--- config.mk ---
export PLATFORM = sky130hd
export DESIGN_NAME = handheld_console_timer_div_tima
export DESIGN_NICKNAME = d
export VERILOG_FILES = /design/src/sv/hct_pkg.sv /design/src/sv/hct_step_unit.sv /design/src/sv/handheld_console_timer_div_tima.sv
export SDC_FILE = /design/constraint.sdc
export NUM_CORES = 1
export LEC_CHECK = 0
export BUFFER_PORTS_ARGS = -buffer_cell sky130_fd_sc_hd__buf_2
export CORE_UTILIZATION = 54
export DETAILED_ROUTE_END_ITERATION = 16
export HOLD_SLACK_MARGIN = 0.12
export PLACE_DENSITY = 0.82
export SYNTH_ARGS = -nofsm -noshare
export SYNTH_HDL_FRONTEND = slang
export SYNTH_SLANG_ARGS = --single-unit
--- constraint.sdc ---
create_clock -name clk -period 3.2 [get_ports clk]
set_clock_uncertainty 0.15 [all_clocks]
set_input_delay 0.64 -clock clk [delete_from_list [all_inputs] [get_ports clk]]
set_output_delay 0.64 -clock clk [all_outputs]
set_load 0.02 [all_outputs]
--- src/sv/hct_pkg.sv ---
// Shared types, codes and constants for the console timer block.
package hct_pkg;

    // Item kinds carried in s_tuser
    localparam logic [1:0] KIND_TICK  = 2'd0;
    localparam logic [1:0] KIND_READ  = 2'd1;
    localparam logic [1:0] KIND_WRITE = 2'd2;

    // Register selects
    localparam logic [1:0] REG_DIV  = 2'd0;
    localparam logic [1:0] REG_TIMA = 2'd1;
    localparam logic [1:0] REG_TMA  = 2'd2;
    localparam logic [1:0] REG_TAC  = 2'd3;

    // Stream widths
    localparam int S_TDATA_W = 24;
    localparam int S_TUSER_W = 2;
    localparam int M_TDATA_W = 16;

    // Cycles per prescaler step, cycles per divider step, unused TAC bits
    localparam logic [7:0] PRESCALE_STEP = 8'd16;
    localparam logic [8:0] DIV_STEP      = 9'd256;
    localparam logic [7:0] TAC_FIXED     = 8'hF8;

    // Result of one prescaler step
    typedef struct packed {
        logic [6:0] prescale;
        logic [7:0] counter;
        logic       overflow;
    } hct_step_t;

    // Prescaler threshold chosen by the frequency select
    function automatic logic [6:0] threshold_of(input logic [1:0] sel);
        logic [6:0] thr;
        case (sel)
            2'd0:    thr = 7'd64;
            2'd1:    thr = 7'd1;
            2'd2:    thr = 7'd4;
            default: thr = 7'd16;
        endcase
        return thr;
    endfunction

endpackage

--- src/sv/hct_step_unit.sv ---
// Shared prescaler/counter step unit: advances the prescaler by one step.
module hct_step_unit
    import hct_pkg::*;
(
    input  logic [6:0] prescale,
    input  logic [7:0] counter,
    input  logic [7:0] modulo,
    input  logic [1:0] freq_select,
    output hct_step_t  result
);

    logic [6:0] prescale_inc;
    logic [7:0] counter_inc;

    assign prescale_inc = prescale + 7'd1;
    assign counter_inc  = counter + 8'd1;

    // Threshold hit clears the prescaler and bumps the counter; wrap reloads
    always_comb
    begin
        result.prescale = prescale_inc;
        result.counter  = counter;
        result.overflow = 1'b0;
        if (prescale_inc >= threshold_of(freq_select))
        begin
            result.prescale = 7'd0;
            if (counter_inc == 8'd0)
            begin
                result.counter  = modulo;
                result.overflow = 1'b1;
            end
            else
            begin
                result.counter = counter_inc;
            end
        end
    end

endmodule

--- src/sv/handheld_console_timer_div_tima.sv ---
// Top level of the console timer: divider, counter, modulo and control.
//
// Usage
//   Items arrive on the s_ stream. s_tuser holds the kind (tick, register
//   read, register write); s_tdata holds cycles, speed multiplier, register
//   select and write data. Every item gives exactly one transfer on the
//   m_ stream carrying read data and the timer interrupt flag.
//   Reads, writes and ticks with the timer disabled post their result on
//   the cycle after the transfer in.
//   A tick with the timer enabled first adds the scaled cycle count, then
//   runs the prescaler steps it triggers (0 to 14) through the shared step
//   unit, one step per cycle, and then posts its result. The divider is
//   updated when the tick is taken in.
//   s_tready is low while a tick is being stepped and while a result is
//   held in the output register and not taken; a stalled receiver simply
//   holds the result and blocks new items.
//   Reset clears every timer register and empties the output register.
module handheld_console_timer_div_tima
    import hct_pkg::*;
(
    input  logic                 clk,
    input  logic                 rst_n,
    input  logic                 s_tvalid,
    output logic                 s_tready,
    // [4:0] cycles, [7:5] speed_multiplier, [9:8] reg_select,
    // [17:10] write_data, [23:18] zero
    input  logic [S_TDATA_W-1:0] s_tdata,
    // [1:0] kind
    input  logic [S_TUSER_W-1:0] s_tuser,
    output logic                 m_tvalid,
    input  logic                 m_tready,
    // [7:0] read_data, [8] timer_irq, [15:9] zero
    output logic [M_TDATA_W-1:0] m_tdata
);

    localparam logic ST_IDLE = 1'b0;
    localparam logic ST_STEP = 1'b1;

    logic       state_reg, state_next;
    logic [7:0] sub_reg, sub_next;
    logic [6:0] prescale_reg, prescale_next;
    logic [8:0] div_acc_reg, div_acc_next;
    logic [7:0] div_reg, div_next;
    logic [7:0] tima_reg, tima_next;
    logic [7:0] tma_reg, tma_next;
    logic       enable_reg, enable_next;
    logic [1:0] fsel_reg, fsel_next;
    logic       irq_acc_reg, irq_acc_next;
    logic       m_valid_reg, m_valid_next;
    logic [7:0] m_rd_reg, m_rd_next;
    logic       m_irq_reg, m_irq_next;

    logic       s_xfer;
    logic [1:0] in_kind;
    logic [4:0] in_cycles;
    logic [2:0] in_mult;
    logic [1:0] in_sel;
    logic [7:0] in_wdata;
    logic [7:0] amount;
    logic [8:0] div_sum;
    hct_step_t  step_res;

    // Field unpacking
    assign in_kind   = s_tuser[1:0];
    assign in_cycles = s_tdata[4:0];
    assign in_mult   = s_tdata[7:5];
    assign in_sel    = s_tdata[9:8];
    assign in_wdata  = s_tdata[17:10];

    // Scaled cycle count, at most 31 * 7 = 217
    assign amount  = 8'({3'b000, in_cycles} * {5'b00000, in_mult});
    assign div_sum = div_acc_reg + {1'b0, amount};

    assign s_tready = (state_reg == ST_IDLE) && (!m_valid_reg || m_tready);
    assign s_xfer   = s_tvalid && s_tready;

    assign m_tvalid = m_valid_reg;
    assign m_tdata  = {7'd0, m_irq_reg, m_rd_reg};

    // Shared prescaler step unit
    hct_step_unit u_step (
        .prescale    (prescale_reg),
        .counter     (tima_reg),
        .modulo      (tma_reg),
        .freq_select (fsel_reg),
        .result      (step_res)
    );

    // Sequencer and register updates
    always_comb
    begin
        state_next    = state_reg;
        sub_next      = sub_reg;
        prescale_next = prescale_reg;
        div_acc_next  = div_acc_reg;
        div_next      = div_reg;
        tima_next     = tima_reg;
        tma_next      = tma_reg;
        enable_next   = enable_reg;
        fsel_next     = fsel_reg;
        irq_acc_next  = irq_acc_reg;
        m_valid_next  = m_valid_reg && !m_tready;
        m_rd_next     = m_rd_reg;
        m_irq_next    = m_irq_reg;

        case (state_reg)
            ST_IDLE:
            begin
                if (s_xfer)
                begin
                    m_rd_next  = 8'd0;
                    m_irq_next = 1'b0;
                    case (in_kind)
                        KIND_TICK:
                        begin
                            // divider moves at most one step per tick
                            if (div_sum >= DIV_STEP)
                            begin
                                div_next     = div_reg + 8'd1;
                                div_acc_next = div_sum - DIV_STEP;
                            end
                            else
                            begin
                                div_acc_next = div_sum;
                            end
                            if (enable_reg)
                            begin
                                sub_next     = sub_reg + amount;
                                irq_acc_next = 1'b0;
                                state_next   = ST_STEP;
                            end
                            else
                            begin
                                m_valid_next = 1'b1;
                            end
                        end
                        KIND_READ:
                        begin
                            case (in_sel)
                                REG_DIV:  m_rd_next = div_reg;
                                REG_TIMA: m_rd_next = tima_reg;
                                REG_TMA:  m_rd_next = tma_reg;
                                default:
                                    m_rd_next = TAC_FIXED | {5'd0, enable_reg, fsel_reg};
                            endcase
                            m_valid_next = 1'b1;
                        end
                        KIND_WRITE:
                        begin
                            case (in_sel)
                                REG_DIV:  div_next  = 8'd0;
                                REG_TIMA: tima_next = in_wdata;
                                REG_TMA:  tma_next  = in_wdata;
                                default:
                                begin
                                    enable_next = in_wdata[2];
                                    fsel_next   = in_wdata[1:0];
                                end
                            endcase
                            m_valid_next = 1'b1;
                        end
                        default:
                        begin
                            m_valid_next = 1'b1;
                        end
                    endcase
                end
            end
            ST_STEP:
            begin
                // one prescaler step per cycle until less than one step's worth remains
                if (sub_reg >= PRESCALE_STEP)
                begin
                    sub_next      = sub_reg - PRESCALE_STEP;
                    prescale_next = step_res.prescale;
                    tima_next     = step_res.counter;
                    irq_acc_next  = irq_acc_reg | step_res.overflow;
                end
                else
                begin
                    m_valid_next = 1'b1;
                    m_irq_next   = irq_acc_reg;
                    state_next   = ST_IDLE;
                end
            end
            default:
            begin
                state_next = ST_IDLE;
            end
        endcase
    end

    // Control and timer state
    always_ff @(posedge clk or negedge rst_n)
    begin
        if (!rst_n)
        begin
            state_reg    <= ST_IDLE;
            sub_reg      <= 8'd0;
            prescale_reg <= 7'd0;
            div_acc_reg  <= 9'd0;
            div_reg      <= 8'd0;
            tima_reg     <= 8'd0;
            tma_reg      <= 8'd0;
            enable_reg   <= 1'b0;
            fsel_reg     <= 2'd0;
            irq_acc_reg  <= 1'b0;
            m_valid_reg  <= 1'b0;
        end
        else
        begin
            state_reg    <= state_next;
            sub_reg      <= sub_next;
            prescale_reg <= prescale_next;
            div_acc_reg  <= div_acc_next;
            div_reg      <= div_next;
            tima_reg     <= tima_next;
            tma_reg      <= tma_next;
            enable_reg   <= enable_next;
            fsel_reg     <= fsel_next;
            irq_acc_reg  <= irq_acc_next;
            m_valid_reg  <= m_valid_next;
        end
    end

    // Output payload
    always_ff @(posedge clk)
    begin
        m_rd_reg  <= m_rd_next;
        m_irq_reg <= m_irq_next;
    end

`ifndef SYNTHESIS
    // Between items fewer than one prescaler step's worth of cycles remain
    a_sub_small_idle: assert property (@(posedge clk) disable iff (!rst_n)
        (state_reg == ST_IDLE) |-> (sub_reg < PRESCALE_STEP))
        else $error("sub-cycle accumulator too large while idle");

    // Prescaler never passes the largest threshold
    a_prescale_bound: assert property (@(posedge clk) disable iff (!rst_n)
        prescale_reg <= 7'd64)
        else $error("prescaler beyond largest threshold");

    // Stepping ends with a posted result
    a_step_done: assert property (@(posedge clk) disable iff (!rst_n)
        (state_reg == ST_STEP && sub_reg < PRESCALE_STEP)
            |=> (state_reg == ST_IDLE && m_valid_reg))
        else $error("tick finished without a result");

    // No new item is taken while a tick is being stepped
    a_busy_no_accept: assert property (@(posedge clk) disable iff (!rst_n)
        (state_reg == ST_STEP) |-> !s_tready)
        else $error("input ready while stepping");

    // An interrupt result never carries read data
    a_irq_no_data: assert property (@(posedge clk) disable iff (!rst_n)
        (m_valid_reg && m_irq_reg) |-> (m_rd_reg == 8'd0))
        else $error("interrupt result carries read data");
`endif

endmodule
==> metrics.cfg <==
[worst_setup_path]
setup.worst_path.class=input port to flip-flop
crit_top_cell=ha_4
cp-endpoint=sub_reg[7]
critical_path_depth=14
worst-r2r-cell-count=10
reg2reg_to=tima_reg[0]
cp_num_buf_inv=2
crit_family=adder cells
cp.arrival_ns=3.58
startpoint_type=input port
r2r-start=fsel_reg[0]
critPathCaptureType=flip-flop
cpMaxStageDelayCell=fa_1
required_ns=3.27
r2r_slack_ns=0.05
crit_path_max_fanout=4
crit_start=s_tdata[5]
crit_chain=buf_12 > nand2_8 > fa_1 > inv_2 > ha_4 > fa_2 > a21o_1 > a21oi_2 > xnor2_2 > ha_4 > o41ai_2 > xor2_1 > nor2b_1 > o32ai_1
cpPeakStageDelay_ns=0.55

[placed_design]
gp_routability_congestion=0.926
dp.cells=634
port_buffers=34
place_ws_ns=-0.837
hpwl_um=7900

[synthesis]
netlist.area_leader.share=0.302
syn_avg_cell_area_um2=9.52
synth_warnings=0
ys_types=67
synth_area_leader_cell=dfrtp_1
synth_common_cells=dfrtp_1, nand2_1, o21ai_0
ys_ff_latch=62
synth-edff-count=9
syn_inst=461
ys.flop_type=dfrtp_1
ys_top_cells_by_area=dfrtp_1, ha_1, edfxtp_1, mux2_2, o21ai_0
syn_area_um2=4390
yosysSeqAreaShare=0.364
synth.most_common_cell=dfrtp_1
async_flop_share=0.855

[cells_and_area]
nets=622
syn_to_final_growth_pct=30.1
ff_latch_area_um2=1600
drive_gt1_frac=0.358
layoutNonFillerInstCount=661
fin_util=0.731
multiInputGateArea_um2=2990
fillers=505
num_antenna_cells=0

[timing]
rsz0062_at_grt=yes
fin_crit_sh=1.10
timing.fmax_mhz=285
hold-worst-slack_ns=0.162
max-slew-margin-rel=0.417
worst_slew_pin_slew_ns=0.870
setup_violations=11
fin_crit_ns=3.51
layout_setup_ws_ns=-0.306
finalMaxSlewViolations=0
finalHoldViolCount=0

[global_routing]
grt_pass1_wl_um=19400
grt_usage=0.291
grt_overflow=0
antenna_found_initial=0
first_global_vias=4099
grt_max_degree=30

[clocking]
clk_latency_ns=0.35
clk_pin_slew_ns=0.08
numCtsBuffers=9
hold_buffers=0
clkSinkCount=62
cts_root_buf=clkbuf_8
cts_tree=built
htree_levels=3
clockBufferDepth=2

[drt]
ant_nets=0
drc=0
wl_per_cell_um=17.7
m1WireLength_um=4630
met2_length_um=6000
drt_iter0_markers=202
routed.top_layer=met4
met3_length_um=683
drt-pass1-iter-count=5
vias=4034
wl_um=11700
vias_per_cell=6.10

[power_and_ir_drop]
finalPower_mw=4.54
leakagePower_nw=2.55
peakVddDrop_mv=0.464
power_density_nw_per_um2=795

[worst_hold_path]
min_path_type=input port to asynchronous set/reset pin

[die]
core_area_um2=7810
die_w_um=92.1
die_h_um=92.1
io-pin-count=48
rows=32
start_util=0.562
dieArea_um2=8490

[run_status]
status=complete, but fails checks
violations=setup timing

[job]
max-cap-violations=0

[area by class of cell]
class	count	area share
clock inverter	4	0.00394
clock buffer	12	0.0254
multi-input combinational	357	0.523
sequential	62	0.280
timing repair buffer	99	0.129
inverter	25	0.0164
tap	102	0.0223
[worst min-delay path by stage]
stage	from	slack, ns	endpoint
floorplan	rst_n	0.19	div_acc_reg[0]
global route	rst_n	0.21	tma_reg[6]
detailed placement	div_acc_reg[4]	0.33	div_acc_reg[4]
finish	rst_n	0.16	tma_reg[6]
CTS	rst_n	0.18	tma_reg[6]
global placement	div_reg[7]	0.32	div_reg[7]
[cells in the final DEF (no fill, tap or decap), types with 5 or more instances in the layout]
master / n
xor2_1: 6
nand2b_1: 7
nand3_1: 11
a31oi_1: 6
nand2_1: 36
ha_1: 22
o21ai_0: 25
o31ai_2: 6
buf_4: 61
o21ai_2: 6
buf_6: 6
nor3_1: 9
edfxtp_1: 9
ha_4: 10
mux2_2: 17
o21ai_1: 5
nor2b_1: 12
buf_2: 28
fa_1: 5
inv_1: 20
dfrtp_1: 53
clkbuf_8: 10
a21oi_1: 13
and2_1: 7
nor2_1: 30
a21o_1: 5
conb_1: 7
xnor2_1: 12
a211oi_1: 5
[worst register-to-register path, stage by stage, from the launching register on]
cell and delay (ns):
dfrtp_1 0.39, nor2b_2 0.15, ha_1 0.25, or3b_1 0.38, a221o_1 0.36, a2111o_1 0.41, buf_4 0.17, a311oi_4 0.32
buf_4 0.22, or2_2 0.14, o211ai_1 0.10
[cell families after synthesis]
family | share of synthesized area
simple gates | 0.160
xor+xnor | 0.0419
buf+inv | 0.0485
fa+ha+maj | 0.119
other cells | 0.000855
mux | 0.0681
compound gates | 0.198
flops | 0.364
[power breakdown]
group          leakage [nW]  switching, mW  internal [mW]
sequential            0.758          0.332           1.06
clock                0.0861          0.329          0.299
combinational          1.70           1.26           1.25
total                  2.55           1.92           2.62
[per-stage QoR]
stage,instance area [um2],TNS (ns)
finish,5710,-2.43
detailed placement,5120,-10.04
global route,5710,-3.63
floorplan,4540,-4.57
CTS,5580,-1.62
global placement,5120,-8.76
[metal layers]
metal / GRT usage / vias to the layer above
li1: - / 1857
met1: 0.350 / 1954
met2: 0.507 / 183
met4: 0.142 / 0
met5: 0 / -
met3: 0.0448 / 40
[repair_timing]
item,in CTS,in global routing
gates resized for setup,54,18
endpoints found under the setup margin,14,17
pin swaps,41,17
gates cloned,1,0
buffers inserted,5,6
endpoints found under the hold margin,0,0
Power figures use the tool's default switching activity.
